### config.mk
export PLATFORM = sky130hd
export DESIGN_NAME = url_percent_decoder_unit
export DESIGN_NICKNAME = d
export VERILOG_FILES = /design/src/hdl/upd_pkg.sv /design/src/hdl/upd_front.sv /design/src/hdl/upd_queue.sv /design/src/hdl/upd_back.sv /design/src/hdl/url_percent_decoder_unit.sv
export SDC_FILE = /design/constraint.sdc
export NUM_CORES = 1
export LEC_CHECK = 0
export BUFFER_PORTS_ARGS = -buffer_cell sky130_fd_sc_hd__buf_2
export CELL_PAD_IN_SITES_DETAIL_PLACEMENT = 1
export CELL_PAD_IN_SITES_GLOBAL_PLACEMENT = 2
export CORE_ASPECT_RATIO = 0.9
export CORE_MARGIN = 1
export CORE_UTILIZATION = 23
export DETAILED_ROUTE_END_ITERATION = 10
export PLACE_DENSITY_LB_ADDON = 0.08
export SYNTH_ARGS = -nofsm -noshare
export SYNTH_HDL_FRONTEND = slang
export SYNTH_SLANG_ARGS = --single-unit
### constraint.sdc
create_clock -name clk_i -period 8.2 [get_ports clk_i]
set_input_delay 0.41 -clock clk_i [delete_from_list [all_inputs] [get_ports clk_i]]
set_output_delay 0.41 -clock clk_i [all_outputs]
set_load 0.05 [all_outputs]
### src/hdl/upd_pkg.sv
// upd_pkg: shared types, character constants and digit helpers for the url percent decoder
// used by upd_front, upd_queue, upd_back and the top level; no dependencies
package upd_pkg;

  localparam logic [7:0] CHR_PLUS    = 8'h2B;
  localparam logic [7:0] CHR_PERCENT = 8'h25;
  localparam logic [7:0] CHR_SPACE   = 8'h20;
  localparam logic [7:0] CHR_ZERO    = 8'h30;
  localparam logic [7:0] CHR_NINE    = 8'h39;
  localparam logic [7:0] CHR_LA      = 8'h61;
  localparam logic [7:0] CHR_LF      = 8'h66;
  localparam logic [7:0] CHR_UA      = 8'h41;
  localparam logic [7:0] CHR_UF      = 8'h46;
  localparam logic [7:0] LA_OFFSET   = CHR_LA - 8'd10;
  localparam logic [7:0] UA_OFFSET   = CHR_UA - 8'd10;

  typedef enum logic [1:0] {
    OP_PLAIN = 2'd0,  // one result: byte with plus mapped to space
    OP_HEX   = 2'd1,  // one result: two digits combined
    OP_TAIL  = 2'd2   // two results: percent, then plain byte as last
  } op_kind_e;

  typedef struct packed {
    op_kind_e   kind;
    logic [7:0] held;
    logic [7:0] data;
    logic       last;
  } upd_op_t;

  function automatic logic [7:0] digit_value(input logic [7:0] c);
    logic [7:0] v;
    if (c >= CHR_ZERO && c <= CHR_NINE) begin
      v = c - CHR_ZERO;
    end else if (c >= CHR_LA && c <= CHR_LF) begin
      v = c - LA_OFFSET;
    end else if (c >= CHR_UA && c <= CHR_UF) begin
      v = c - UA_OFFSET;
    end else begin
      v = c;
    end
    return v;
  endfunction

  function automatic logic [7:0] plain_byte(input logic [7:0] c);
    return (c == CHR_PLUS) ? CHR_SPACE : c;
  endfunction

endpackage

### src/hdl/upd_front.sv
// upd_front: accepts input bytes, tracks the escape phase and queues one op per result group
// depends on upd_pkg
module upd_front import upd_pkg::*; (
  input  logic       clk_i,
  input  logic       rst_ni,
  input  logic       accept_i,
  input  logic [7:0] in_byte_i,
  input  logic       in_last_i,
  output logic       op_push_o,
  output upd_op_t    op_o
);

  localparam logic [1:0] PH_IDLE  = 2'd0;
  localparam logic [1:0] PH_PCT   = 2'd1;
  localparam logic [1:0] PH_DIGIT = 2'd2;

  logic [1:0] phase_q, phase_d;
  logic [7:0] held_q, held_d;

  always_comb begin
    phase_d    = phase_q;
    held_d     = held_q;
    op_push_o  = 1'b0;
    op_o.kind  = OP_PLAIN;
    op_o.held  = held_q;
    op_o.data  = in_byte_i;
    op_o.last  = in_last_i;
    if (accept_i) begin
      unique case (phase_q)
        PH_PCT: begin
          if (in_last_i) begin
            op_push_o = 1'b1;
            op_o.kind = OP_TAIL;
            phase_d   = PH_IDLE;
          end else begin
            held_d  = in_byte_i;
            phase_d = PH_DIGIT;
          end
        end
        PH_DIGIT: begin
          op_push_o = 1'b1;
          op_o.kind = OP_HEX;
          phase_d   = PH_IDLE;
        end
        default: begin
          // idle, and the unused phase code behaves as idle
          if (in_byte_i == CHR_PERCENT && !in_last_i) begin
            phase_d = PH_PCT;
          end else begin
            op_push_o = 1'b1;
            phase_d   = PH_IDLE;
          end
        end
      endcase
    end
  end

  always_ff @(posedge clk_i or negedge rst_ni) begin
    if (!rst_ni) begin
      phase_q <= PH_IDLE;
      held_q  <= '0;
    end else begin
      phase_q <= phase_d;
      held_q  <= held_d;
    end
  end

endmodule

### src/hdl/upd_queue.sv
// upd_queue: small register queue of decoded ops between front and back
// depends on upd_pkg
module upd_queue import upd_pkg::*; #(
  parameter int Depth = 4
) (
  input  logic    clk_i,
  input  logic    rst_ni,
  input  logic    wr_i,
  input  upd_op_t wr_op_i,
  output logic    full_o,
  input  logic    rd_i,
  output logic    avail_o,
  output upd_op_t rd_op_o
);

  localparam int PtrW = (Depth > 1) ? $clog2(Depth) : 1;
  localparam int CntW = $clog2(Depth + 1);
  localparam logic [PtrW-1:0] LastIdx = PtrW'(Depth - 1);
  localparam logic [CntW-1:0] DepthCnt = CntW'(Depth);

  upd_op_t         mem_q [Depth];
  logic [PtrW-1:0] wptr_q, rptr_q;
  logic [CntW-1:0] cnt_q;
  logic            do_wr, do_rd;

  assign full_o  = (cnt_q == DepthCnt);
  assign avail_o = (cnt_q != '0);
  assign do_wr   = wr_i && !full_o;
  assign do_rd   = rd_i && avail_o;
  assign rd_op_o = mem_q[rptr_q];

  always_ff @(posedge clk_i) begin
    if (do_wr) begin
      mem_q[wptr_q] <= wr_op_i;
    end
  end

  always_ff @(posedge clk_i or negedge rst_ni) begin
    if (!rst_ni) begin
      wptr_q <= '0;
      rptr_q <= '0;
      cnt_q  <= '0;
    end else begin
      if (do_wr) begin
        wptr_q <= (wptr_q == LastIdx) ? '0 : wptr_q + 1'b1;
      end
      if (do_rd) begin
        rptr_q <= (rptr_q == LastIdx) ? '0 : rptr_q + 1'b1;
      end
      if (do_wr && !do_rd) begin
        cnt_q <= cnt_q + 1'b1;
      end else if (do_rd && !do_wr) begin
        cnt_q <= cnt_q - 1'b1;
      end
    end
  end

endmodule

### src/hdl/upd_back.sv
// upd_back: executes queued ops and holds the result register, including the second tail result
// depends on upd_pkg
module upd_back import upd_pkg::*; (
  input  logic       clk_i,
  input  logic       rst_ni,
  input  logic       op_avail_i,
  input  upd_op_t    op_i,
  output logic       op_take_o,
  input  logic       pop_i,
  output logic       valid_o,
  output logic [7:0] out_byte_o,
  output logic       out_last_o
);

  logic       valid_q, valid_d;
  logic       pend_q, pend_d;
  logic [7:0] pend_byte_q, pend_byte_d;
  logic [7:0] byte_q, byte_d;
  logic       last_q, last_d;
  logic       slot_free;
  logic [7:0] hi_val;
  logic [7:0] lo_val;
  logic [7:0] hex_val;

  assign slot_free = !valid_q || pop_i;
  assign hi_val    = digit_value(op_i.held);
  assign lo_val    = digit_value(op_i.data);
  assign hex_val   = {hi_val[3:0], 4'h0} + lo_val;

  always_comb begin
    valid_d     = valid_q;
    pend_d      = pend_q;
    pend_byte_d = pend_byte_q;
    byte_d      = byte_q;
    last_d      = last_q;
    op_take_o   = 1'b0;
    if (slot_free) begin
      priority if (pend_q) begin
        valid_d = 1'b1;
        byte_d  = pend_byte_q;
        last_d  = 1'b1;
        pend_d  = 1'b0;
      end else if (op_avail_i) begin
        op_take_o = 1'b1;
        valid_d   = 1'b1;
        unique case (op_i.kind)
          OP_HEX: begin
            byte_d = hex_val;
            last_d = op_i.last;
          end
          OP_TAIL: begin
            byte_d      = CHR_PERCENT;
            last_d      = 1'b0;
            pend_d      = 1'b1;
            pend_byte_d = plain_byte(op_i.data);
          end
          default: begin
            byte_d = plain_byte(op_i.data);
            last_d = op_i.last;
          end
        endcase
      end else begin
        valid_d = 1'b0;
      end
    end
  end

  always_ff @(posedge clk_i or negedge rst_ni) begin
    if (!rst_ni) begin
      valid_q <= 1'b0;
      pend_q  <= 1'b0;
    end else begin
      valid_q <= valid_d;
      pend_q  <= pend_d;
    end
  end

  always_ff @(posedge clk_i) begin
    pend_byte_q <= pend_byte_d;
    byte_q      <= byte_d;
    last_q      <= last_d;
  end

  assign valid_o    = valid_q;
  assign out_byte_o = byte_q;
  assign out_last_o = last_q;

endmodule

### src/hdl/url_percent_decoder_unit.sv
// url_percent_decoder_unit: top level of the streaming url percent decoder
// depends on upd_pkg, upd_front, upd_queue, upd_back
//
// Decodes a percent-encoded url string streamed in one byte per transaction, with in_last_i
// on the final byte. A plus becomes a space, a percent sign and the two bytes after it become
// one byte (16 * high digit + low digit, mod 256, where a non-hex byte counts as its raw code),
// and everything else passes unchanged. A percent sign too close to the end of the string is
// emitted as is, and the one byte after it (if any) goes through the normal plus rule.
// Input side looks like a queue (push / full), result side like a queue (empty / pop).
// Throughput is one input byte per clock while full is low: the front end classifies each byte
// in the cycle it is accepted and the back end produces one result per cycle while the output
// is not stalled. The only case that yields two results from one byte (percent followed by a
// final byte) holds the back end for an extra result; the op queue between front and back
// (QueueDepth entries) absorbs it, so full only rises if such tails or output stalls pile up.
// A result passes through the op queue and the result register before it reaches the ports.
module url_percent_decoder_unit import upd_pkg::*; #(
  parameter int QueueDepth = 4
) (
  input  logic       clk_i,
  input  logic       rst_ni,
  // input transaction
  input  logic       push,
  output logic       full,
  input  logic [7:0] in_byte_i,
  input  logic       in_last_i,
  // result transaction
  output logic       empty,
  input  logic       pop,
  output logic [7:0] out_byte_o,
  output logic       out_last_o
);

  logic    accept;
  logic    op_push;
  upd_op_t op_in;
  logic    q_full;
  logic    q_avail;
  logic    op_take;
  upd_op_t op_out;
  logic    res_valid;

  // the front end owns the escape state, so it only stalls on a full op queue
  assign full   = q_full;
  assign accept = push && !q_full;

  upd_front u_front (
    .clk_i     (clk_i),
    .rst_ni    (rst_ni),
    .accept_i  (accept),
    .in_byte_i (in_byte_i),
    .in_last_i (in_last_i),
    .op_push_o (op_push),
    .op_o      (op_in)
  );

  upd_queue #(
    .Depth (QueueDepth)
  ) u_queue (
    .clk_i   (clk_i),
    .rst_ni  (rst_ni),
    .wr_i    (op_push),
    .wr_op_i (op_in),
    .full_o  (q_full),
    .rd_i    (op_take),
    .avail_o (q_avail),
    .rd_op_o (op_out)
  );

  // back end holds the visible result register plus the pending second tail byte
  upd_back u_back (
    .clk_i      (clk_i),
    .rst_ni     (rst_ni),
    .op_avail_i (q_avail),
    .op_i       (op_out),
    .op_take_o  (op_take),
    .pop_i      (pop),
    .valid_o    (res_valid),
    .out_byte_o (out_byte_o),
    .out_last_o (out_last_o)
  );

  assign empty = !res_valid;

endmodule

# Word-level counts from Yosys, hierarchy flattened
# Memory sizes are Yosys's and may differ from the RTL's.
# Index checks and enable logic that the tools add are counted.
[classes] addsub=11 mul=0 n_div=0 order_cmp=12 n_eq_ne=9 shifts=0 muxes=35 bitwise_logic=2 reduce_logical=24
[ops] operator="$mux W8" count=6
[ops] operator="$ge A8 B7 Y1 const B" count=4
[ops] operator="$le A8 B7 Y1 const B" count=4
[ops] operator="$eq A8 B6 Y1 const B" count=2
[ops] operator="$ge A8 B6 Y1 const B" count=2
[ops] operator="$le A8 B6 Y1 const B" count=2
[ops] operator="$pmux W8 S2" count=1
[ops] operator="$sub A8 B6 Y8 const B" count=2
[ops] operator="$mux W1" count=15
[ops] operator="$logic_and A1 B1 Y1" count=12
[ops] operator="$mux W4" count=3
[ops] operator="$mux W2" count=5
[ops] operator="$add A8 B8 Y8" count=1
[ops] operator="$eq A2 B2 Y1 const B" count=4
[ops] operator="$pmux W2 S2" count=2
[ops] operator="$sub A4 B3 Y4 const B" count=2
[ops] operator="$sub A8 B7 Y8 const B" count=1
[ops] operator="$mux W3" count=2
[ops] operator="$logic_not A1 Y1" count=5
[ops] operator="$add A2 B1 Y2 const B" count=2
[ops] operator="$eq A2 B1 Y1 const B" count=2
[ops] operator="$reduce_and A4 Y1" count=1
[ops] operator="$reduce_bool A2 Y1" count=2
[ops] operator="$sub A4 B1 Y4 const B" count=1
[ops] operator="9 further kinds" count=10
[word_totals] reg_bits=36 latch_bits=0 ramBits=76 rom_bits=0 input_bits=13 out_inout_bits=11 word_cells=104 mem_count=1
[mem_list] name="u_queue.mem_q" depth=4 width=19 rd=1 rd_ports_with_merged_regs=0 write_ports=1 line="upd_queue.sv:21" rtl="upd_op_t mem_q [Depth];"

# Longest topological paths before layout
# Gate-level depths: netlist of the first run.
[logic_depth] depth_word=10 depth_mapped=20 depth_no_buf=18

# By module
# A second synthesis of the first run with hierarchy kept.
[unflattened] hier_cells=351 area_unflattened_um2=5350.1
[by_module_without_submodules] module="upd_queue" instances=1 cells_per_inst=136 area_per_inst_um2=3193.1 seq_area_each_um2=2457.4
[by_module_without_submodules] module="upd_back" instances=1 cells_per_inst=172 area_per_inst_um2=1600.3 seq_area_each_um2=560.5
[by_module_without_submodules] module="upd_front" instances=1 cells_per_inst=41 area_per_inst_um2=539.3 seq_area_each_um2=250.2
[by_module_without_submodules] module="url_percent_decoder_unit" instances=1 cells_per_inst=2 area_per_inst_um2=17.5 seq_area_each_um2=0.0

# Worst setup path after synthesis of the first run
# OpenSTA, ideal clock, no wires.
[synth_timing] path_kind="reg-to-reg" start="reg u_queue.rptr_q[0]" end="reg u_back.byte_q[7] (netlist: u_back.out_byte_o[7]), data pin" setup_ns=0.270 arrival_ns=4.509 required_time_ns=7.930 setup_slack_ns=3.421 path_stages_with_launch=21 n_path_buf=2 synth_period_minus_slack_ns=4.779 cell_sequence="dfrtp_1 buf_6 buf_12 mux4_2 inv_1 ha_1 or2b_2 o311ai_4 and2_2 o22a_1 o21ai_1 xnor2_1 mux2_2 ha_1 a21o_1 a21oi_1 xnor2_1 or4_1 and3b_1 mux2i_1 o211ai_1"
[synth_between] elab_chain_len=10 elab_cells_between_ends=39
[synth_lines] item="start, declared" line="upd_queue.sv:22" rtl="logic [PtrW-1:0] wptr_q, rptr_q;"
[synth_lines] item="start signal, assigned" line="upd_queue.sv:48" rtl="rptr_q <= (rptr_q == LastIdx) ? '0 : rptr_q + 1'b1;"
[synth_lines] item="$mem_v2 Z4 W19 *"
[synth_lines] item="$ge A8 B7 Y1 / $le A8 B7 Y1 (equally long branches)" line="upd_pkg.sv:36" rtl="end else if (c >= CHR_UA && c <= CHR_UF) begin"
[synth_lines] item="$logic_and A1 B1 Y1" line="upd_pkg.sv:36"
[synth_lines] item="$mux W4 / $mux W8 (equally long branches)" line="upd_pkg.sv:36"
[synth_lines] item="$mux W4 / $mux W8 (equally long branches)" line="upd_pkg.sv:34" rtl="end else if (c >= CHR_LA && c <= CHR_LF) begin"
[synth_lines] item="$mux W4 / $mux W8 (equally long branches)" line="upd_pkg.sv:32" rtl="if (c >= CHR_ZERO && c <= CHR_NINE) begin"
[synth_lines] item="$add A8 B8 Y8" line="upd_back.sv:28" rtl="assign hex_val = {hi_val[3:0], 4'h0} + lo_val;"
[synth_lines] item="$pmux W8 S2 *" line="upd_back.sv:46" rtl="unique case (op_i.kind)"
[synth_lines] item="$mux W8 *" line="upd_back.sv:43" rtl="end else if (op_avail_i) begin"
[synth_lines] item="$mux W8 *" line="upd_back.sv:38" rtl="priority if (pend_q) begin"
[synth_lines] item="end signal, assigned" line="upd_back.sv:80" rtl="byte_q <= byte_d;"
[synth_lines] item="end, declared" line="upd_back.sv:18" rtl="logic [7:0] byte_q, byte_d;"
# Every way passes the cells marked *; elsewhere a longest branch is shown, timed or not. The select of a mux whose other input is x is not followed.
# A chain may end at the register's enable or synchronous reset.

# Worst setup path in the final report of the first run
# Same ends and word-level chain as after synthesis.

==> flow_summary.ini, run 1 <==
[synthesis]
synth-simple-area-share_pct = 9.004
ys.flop_type = edfxtp_1
synth-adder-area-share_pct = 6.811
synth-warning-count = 0
seq_area_frac_synth_pct = 60.93
syn-instance-count = 353
ys_types = 62
syn_avg_cell_area_sq_um = 15.20
syn-num-nets = 394
synth_top_area_cell = edfxtp_1
synth_area_sq_um = 5364
ys_ff_latch = 112
synth_top_family_by_area = multiplexers
synth_enable_flop_cells = 93
synthTopCellsByArea = edfxtp_1 52%, dfrtp_1 8.9%, mux4_2 6.7%
synth_mux_area_share_pct = 9.820
synth_xor_area_share_pct = 1.936
yosysTopAreaCellShare_pct = 52.06
synth_compound_area_share_pct = 7.954
ys_async_sr_fraction_pct = 16.96

[floorplan]
die_y_um = 146.9
dieArea_sq_um = 23940
rows = 52
initial_utilization_pct = 23.62
ios = 24
fp.dieW_um = 163.0
core_area_sq_um = 22710

[timing]
rsz0062_at_grt = false
max_slew_margin_pct = 21.83
setup_violations = 0
period_share_pct = 63.35
hold_viol = 0
skew_ns = 0.01196
fmax_ghz = 0.1925
layout_min_cycle_time_ns = 5.195
max_slew.worst_pin.slew_ns = 1.173
slew_violations = 0
timing.final.ws_setup_ns = 3.005
tns_ns = 0

[clocking]
postCtsSetupBuffers = 0
clock_latency_ns = 0.36
clock_path_buffers = 2
clock_sinks = 112
htreeDepth = 3
cts_tree = done
clk_pin_slew_ns = 0.08
cts_buffers = 9
post_cts_resize_count = 0
hold_buffers = 0
clock-root-buffer = clkbuf_16

[worst_hold_path]
min_path_type = input pin to asynchronous set/reset pin

[drt]
ant_nets = 0
vias_per_cell = 4.325
wl_per_cell_um = 18.67
drc = 0
vias = 2941
drt_pass1_iterations = 4
dr.first_iter.drc_count = 108
routed_wl_um = 12700

[global_routing]
grt_pass1_wl_um = 19950
grt_overflow = 0
antenna_found_initial = 0
track_usage_pct = 11.44
grt_max_degree = 20
grt_pass1_vias = 3259

[flow_run]
maxCapViolCount = 0

[power]
design_power_total_uw = 2456
pwr-share-comb_pct = 47.1
clkPwrFrac_pct = 18.3
p_leak_uw = 0.002207
power.switching_uw = 999.0
internal_power_uw = 1457
seqPwrFrac_pct = 34.6
power_density_nw_per_um2 = 404.2
p_sw_share_pct = 40.67
vdd_drop_max_mv = 0.1082

[placement]
place_ws_ns = 2.917
gp_congestion = 0.6913
dp_hpwl_um = 9037
placed_area_sq_um = 5773
portBuffers = 23

[worst_setup_path]
worstPathRequired_ns = 8.29
worstSetupEndpointType = register
setup.worst_path.start_class = register
arrival_ns = 5.28
crit_type = register to register
reg2reg_slack_ns = 3.01
cp_max_fo = 8

[finish]
multi_input_area_sq_um = 1906
syn_to_final_growth_pct = 13.30
num_antenna_cells = 0
num-fill-cells = 2404
fin_nets = 419
seqCellArea_sq_um = 3268
stdcell_area_sq_um = 6077
drive_gt1_share_pct = 22.98

[run_status]
outcome = complete, no violations
-- routing by layer --
metal  global-route usage, %  vias up  wire, um
met5                       0        -         0
met1                   14.86     1520      6194
met4                   2.944        0       147
li1                        -     1389         -
met3                   2.541        9       256
met2                   19.15       23      6097
-- metrics by stage --
| step | util, % | instances | hold slack [ns] |
|---|---|---|---|
| global route | 26.76 | 680 | 0.07697 |
| floorplan | - | 353 | 0.1144 |
| detailed placement | 25.42 | 664 | 0.4496 |
| global placement | 25.42 | 664 | 0.4462 |
| CTS | 26.76 | 680 | 0.06125 |
| finish | 26.76 | 680 | 0.03393 |
-- synth_stat cells, types with 5 or more instances --
master,count
and2_1,10
nor2_1,13
nand2_1,19
dfrtp_1,19
mux4_2,16
xnor2_1,7
inv_1,24
nor3_1,5
ha_1,26
edfxtp_1,93
mux2_2,13
a21oi_1,8
o21ai_0,12
-- logic make-up after synthesis --
group | after synthesis
buffers and inverters | 36
AND/OR/NAND/NOR | 81
AO/OA/AOI/OAI | 54
adder cells (fa/ha/maj) | 28
flip-flops | 112
multiplexers | 31
XOR/XNOR | 11
-- power by group through the flow --
stage	clock network (uW)	registers, uW	logic [uW]
2_1_floorplan	0	915	823
6_report	451	849	1160
4_1_cts	467	853	1200
3_3_place_gp	0	865	1210
5_1_grt	483	867	1290
3_5_place_dp	0	866	1190
-- placed cells by master (no fill, tap or decap), types with 4 or more instances in the layout --
master	netlist	layout
mux2_2	13	13
a21o_1	4	4
buf_2	1	23
nor3_1	5	5
inv_1	24	24
o21ai_0	12	12
a21oi_1	8	8
nor2_1	13	13
edfxtp_1	93	93
nand2_1	19	19
clkbuf_16	0	9
dfrtp_1	19	19
and2_1	10	10
xnor2_1	7	7
nor2b_1	4	4
ha_1	26	26
mux4_2	16	16
-- critical path, stage by stage (launching register included) --
cell and delay [ns]:
dfrtp_1 0.59, mux4_2 0.69, inv_1 0.17, ha_1 0.18, or2b_2 0.34, o311ai_4 0.34
and2_2 0.25, o22a_1 0.16, o21ai_1 0.09, xnor2_1 0.13, mux2_2 0.30, ha_1 0.28
a21o_1 0.17, a21oi_1 0.19, xnor2_1 0.11, or4_1 0.49, and3b_1 0.18, mux2i_1 0.14
o211ai_1 0.10
-- registers in the layout, indices dropped and copies added, names as in the netlist --
signal	count
u_back.out_byte_o	8
u_queue.wptr_q	2
u_back.pend_byte_q	8
u_front.phase_q	2
u_back.valid_o	1
u_front.held_q	8
u_queue.cnt_q	3
u_queue.mem_q	76
u_queue.rptr_q	2
u_back.pend_q	1
u_back.out_last_o	1
-- layout make-up --
cell class | instances | share of cell area (%)
flip-flops and latches | 112 | 53.78
multi-input cells | 205 | 31.36
well taps | 297 | 6.115
clock buffers | 10 | 3.932
repair buffers | 26 | 2.265
inverters | 24 | 1.482
clock inverters | 6 | 1.071
-- final timing paths --
kind / from / to / depth (start not counted)
max in group asynchronous: rst_ni / u_front.held_q[0]$_DFFE_PN0P_ / 1
worst max-delay path: u_queue.rptr_q[0]$_DFFE_PN0P_ / u_back.out_byte_o[7]$_DFFE_PP_ / 18
worst max register to register: u_queue.rptr_q[0]$_DFFE_PN0P_ / u_back.out_byte_o[7]$_DFFE_PP_ / 18
min in group clk_i: pop / u_back.valid_o$_DFFE_PN0N_ / 2
worst min-delay path: rst_ni / u_queue.cnt_q[2]$_DFFE_PN0P_ / 1
worst min register to register: u_front.held_q[2]$_DFFE_PN0P_ / u_queue.mem_q[1][11]$_DFFE_PP_ / 0
Note: power is estimated with default switching activity, not from simulation.
==> inputs of run 2 (changes only) <==
clock period = 4.88 ns   (was 8.2 ns; I/O delays follow)
==> run 2 against run 1 <==
Against the previous run:
- die area unchanged
- sequential share of layout area decreased by 1.5 points
- non-clock buffer count rose by 18
- worst hold slack gained 0.044 ns
- clock power rose by 71%
- critical path type unchanged
==> flow_summary.ini, run 2 (synthesized netlist as in run 1, its figures left out) <==
[global_routing]
grt_overflow = 0
antenna_found_initial = 0
grt_max_degree = 24
track_usage_pct = 11.49
grt_pass1_vias = 3325
grt_pass1_wl_um = 19950

[floorplan]
initial_utilization_pct = 23.62
fp.dieW_um = 163.0
rows = 52
die_y_um = 146.9
ios = 24
dieArea_sq_um = 23940
core_area_sq_um = 22710

[finish]
num_antenna_cells = 0
final_common_cell = edfxtp_1
largest_reg_flops = 76
regMostFlops = u_queue.mem_q
syn_to_final_growth_pct = 16.70
fin_nets = 437
final_cell_mix = 93 x edfxtp_1, 26 x ha_1, 23 x inv_1, 23 x buf_2, 19 x nand2_1
drive_gt1_share_pct = 26.93
num-fill-cells = 2395
multi_input_area_sq_um = 1911
seqCellArea_sq_um = 3269

[worst_setup_path]
critical_path.max_stage_delay_ns = 0.58
cp_top_family = simple AND/OR/NAND/NOR gates
crit_buf_inv = 1
setup.worst_path.start_class = register
crit_chain = mux4_2 -> inv_2 -> ha_1 -> or2b_2 -> o311ai_4 -> and2_4 -> o22a_1 -> o21ai_1 -> xnor2_1 -> mux2_2 -> ha_1 -> a21o_1 -> a21oi_2 -> xnor2_1 -> or4_1 -> and3b_1 -> mux2i_1 -> o211ai_1
slowest_stage = mux4_2
worstPathRequired_ns = 4.97
arrival_ns = 4.73
crit_type = register to register
worstSetupEndpointType = register
cp_max_fo = 4

[clocking]
clock_sinks = 112
htreeDepth = 3
cts_tree = done
clk_pin_slew_ns = 0.08
clock_path_buffers = 2
clock-root-buffer = clkbuf_16
clock_latency_ns = 0.36
cts_buffers = 9

[power]
clkPwrFrac_pct = 18.0
pwr-share-comb_pct = 49.1
internal_power_uw = 2535
seqPwrFrac_pct = 32.9
p_leak_uw = 0.002309
power.switching_uw = 1759
power_density_nw_per_um2 = 686.0
design_power_total_uw = 4294
p_sw_share_pct = 40.97
vdd_drop_max_mv = 0.2018

[timing]
slew_violations = 0
setup_violations = 0
fmax_ghz = 0.2153
tns_ns = 0
period_share_pct = 95.17
rsz0062_at_grt = false
max_slew.worst_pin.slew_ns = 0.9779
skew_ns = 0.01412
max_slew_margin_pct = 34.81
hold_viol = 0
layout_min_cycle_time_ns = 4.644

[drt]
vias_per_cell = 4.351
top_layer = met4
vias = 3037
met2_length_um = 6162
ant_nets = 0
routed_wl_um = 12740
met1Wirelength_um = 6148
wl_per_cell_um = 18.25
dr.first_iter.drc_count = 131
drt_pass1_iterations = 4
drc = 0
wl_met3_um = 251

[placement]
dp_hpwl_um = 9155
portBuffers = 23
gp_congestion = 0.7485

[flow_run]
maxCapViolCount = 0

[run_status]
outcome = complete, no violations

[worst_hold_path]
min_path_type = input pin to register
[run 2: cell count changes in the layout (fill, tap and decap cells not counted), sizes merged]
cell,before,now
buf,26,43
inv,26,29
bufinv,1,0
clkbuf,10,9
clkinvlp,1,0
dlygate4sd3,0,1
[run 2: cell type report]
type                            instances  share of cell area (%)
Inverter                               24                   1.439
Tap cell                              297                   5.936
Sequential cell                       112                   52.23
Clock inverter                          7                   1.419
Clock buffer                            9                   3.598
Multi-Input combinational cell        205                   30.52
Timing Repair Buffer                   44                   4.857
[run 2: worst reg2reg max path, cell delays in order (launching register included)]
cell	delay (ns)
dfrtp_2	0.44
mux4_2	0.58
inv_2	0.11
ha_1	0.16
or2b_2	0.34
o311ai_4	0.26
and2_4	0.20
o22a_1	0.15
o21ai_1	0.10
xnor2_1	0.13
mux2_2	0.30
ha_1	0.28
a21o_1	0.19
a21oi_2	0.15
xnor2_1	0.10
or4_1	0.49
and3b_1	0.18
mux2i_1	0.12
o211ai_1	0.10
[run 2: final timing paths]
kind | from | to | cells past startpoint | slack (ns)
setup / recovery | u_queue.rptr_q[0]$_DFFE_PN0P_ | u_back.out_byte_o[7]$_DFFE_PP_ | 18 | 0.24
setup reg to reg | u_queue.rptr_q[0]$_DFFE_PN0P_ | u_back.out_byte_o[7]$_DFFE_PP_ | 18 | 0.24
hold reg to reg | u_front.held_q[2]$_DFFE_PN0P_ | u_queue.mem_q[2][11]$_DFFE_PP_ | 0 | 0.53
max in group asynchronous | rst_ni | u_queue.rptr_q[0]$_DFFE_PN0P_ | 2 | 4.12
min in group asynchronous | rst_ni | u_queue.cnt_q[2]$_DFFE_PN0P_ | 2 | 0.39
hold / removal | pop | u_back.valid_o$_DFFE_PN0N_ | 2 | 0.08
[run 2: power groups by stage]
stage | sequential (uW) | combinational, uW | clock [uW]
floorplan | 1540 | 1380 | 0
CTS | 1420 | 2130 | 803
finish | 1410 | 2110 | 773
global route | 1440 | 2350 | 831
detailed placement | 1440 | 2120 | 0
global placement | 1430 | 2140 | 0
[run 2: per-layer routing]
| layer | vias up | global-route usage [%] |
|---|---|---|
| met5 | - | 0 |
| met4 | 0 | 3.925 |
| met3 | 11 | 2.117 |
| met2 | 34 | 18.98 |
| met1 | 1563 | 15.05 |
| li1 | 1429 | - |
[run 2: through the flow]
stage	hold slack (ns)	instance area, sq um	utilization, %	instances	worst slack, ns
floorplan	-0.05159	5364	-	353	0.1014
global placement	0.2593	5896	25.96	677	0.1928
detailed placement	0.2746	5896	25.96	677	0.06112
CTS	0.06423	6220	27.39	694	0.06511
global route	0.06309	6260	27.57	698	0.004951
finish	0.07760	6260	27.57	698	0.2358
[run 2: repair_timing]
item,4_1_cts,5_1_grt
hold buffers,1,0
setup buffers,0,4
hold endpoints to repair,19,0
endpoints found under the setup margin,0,1
resized for setup,0,5
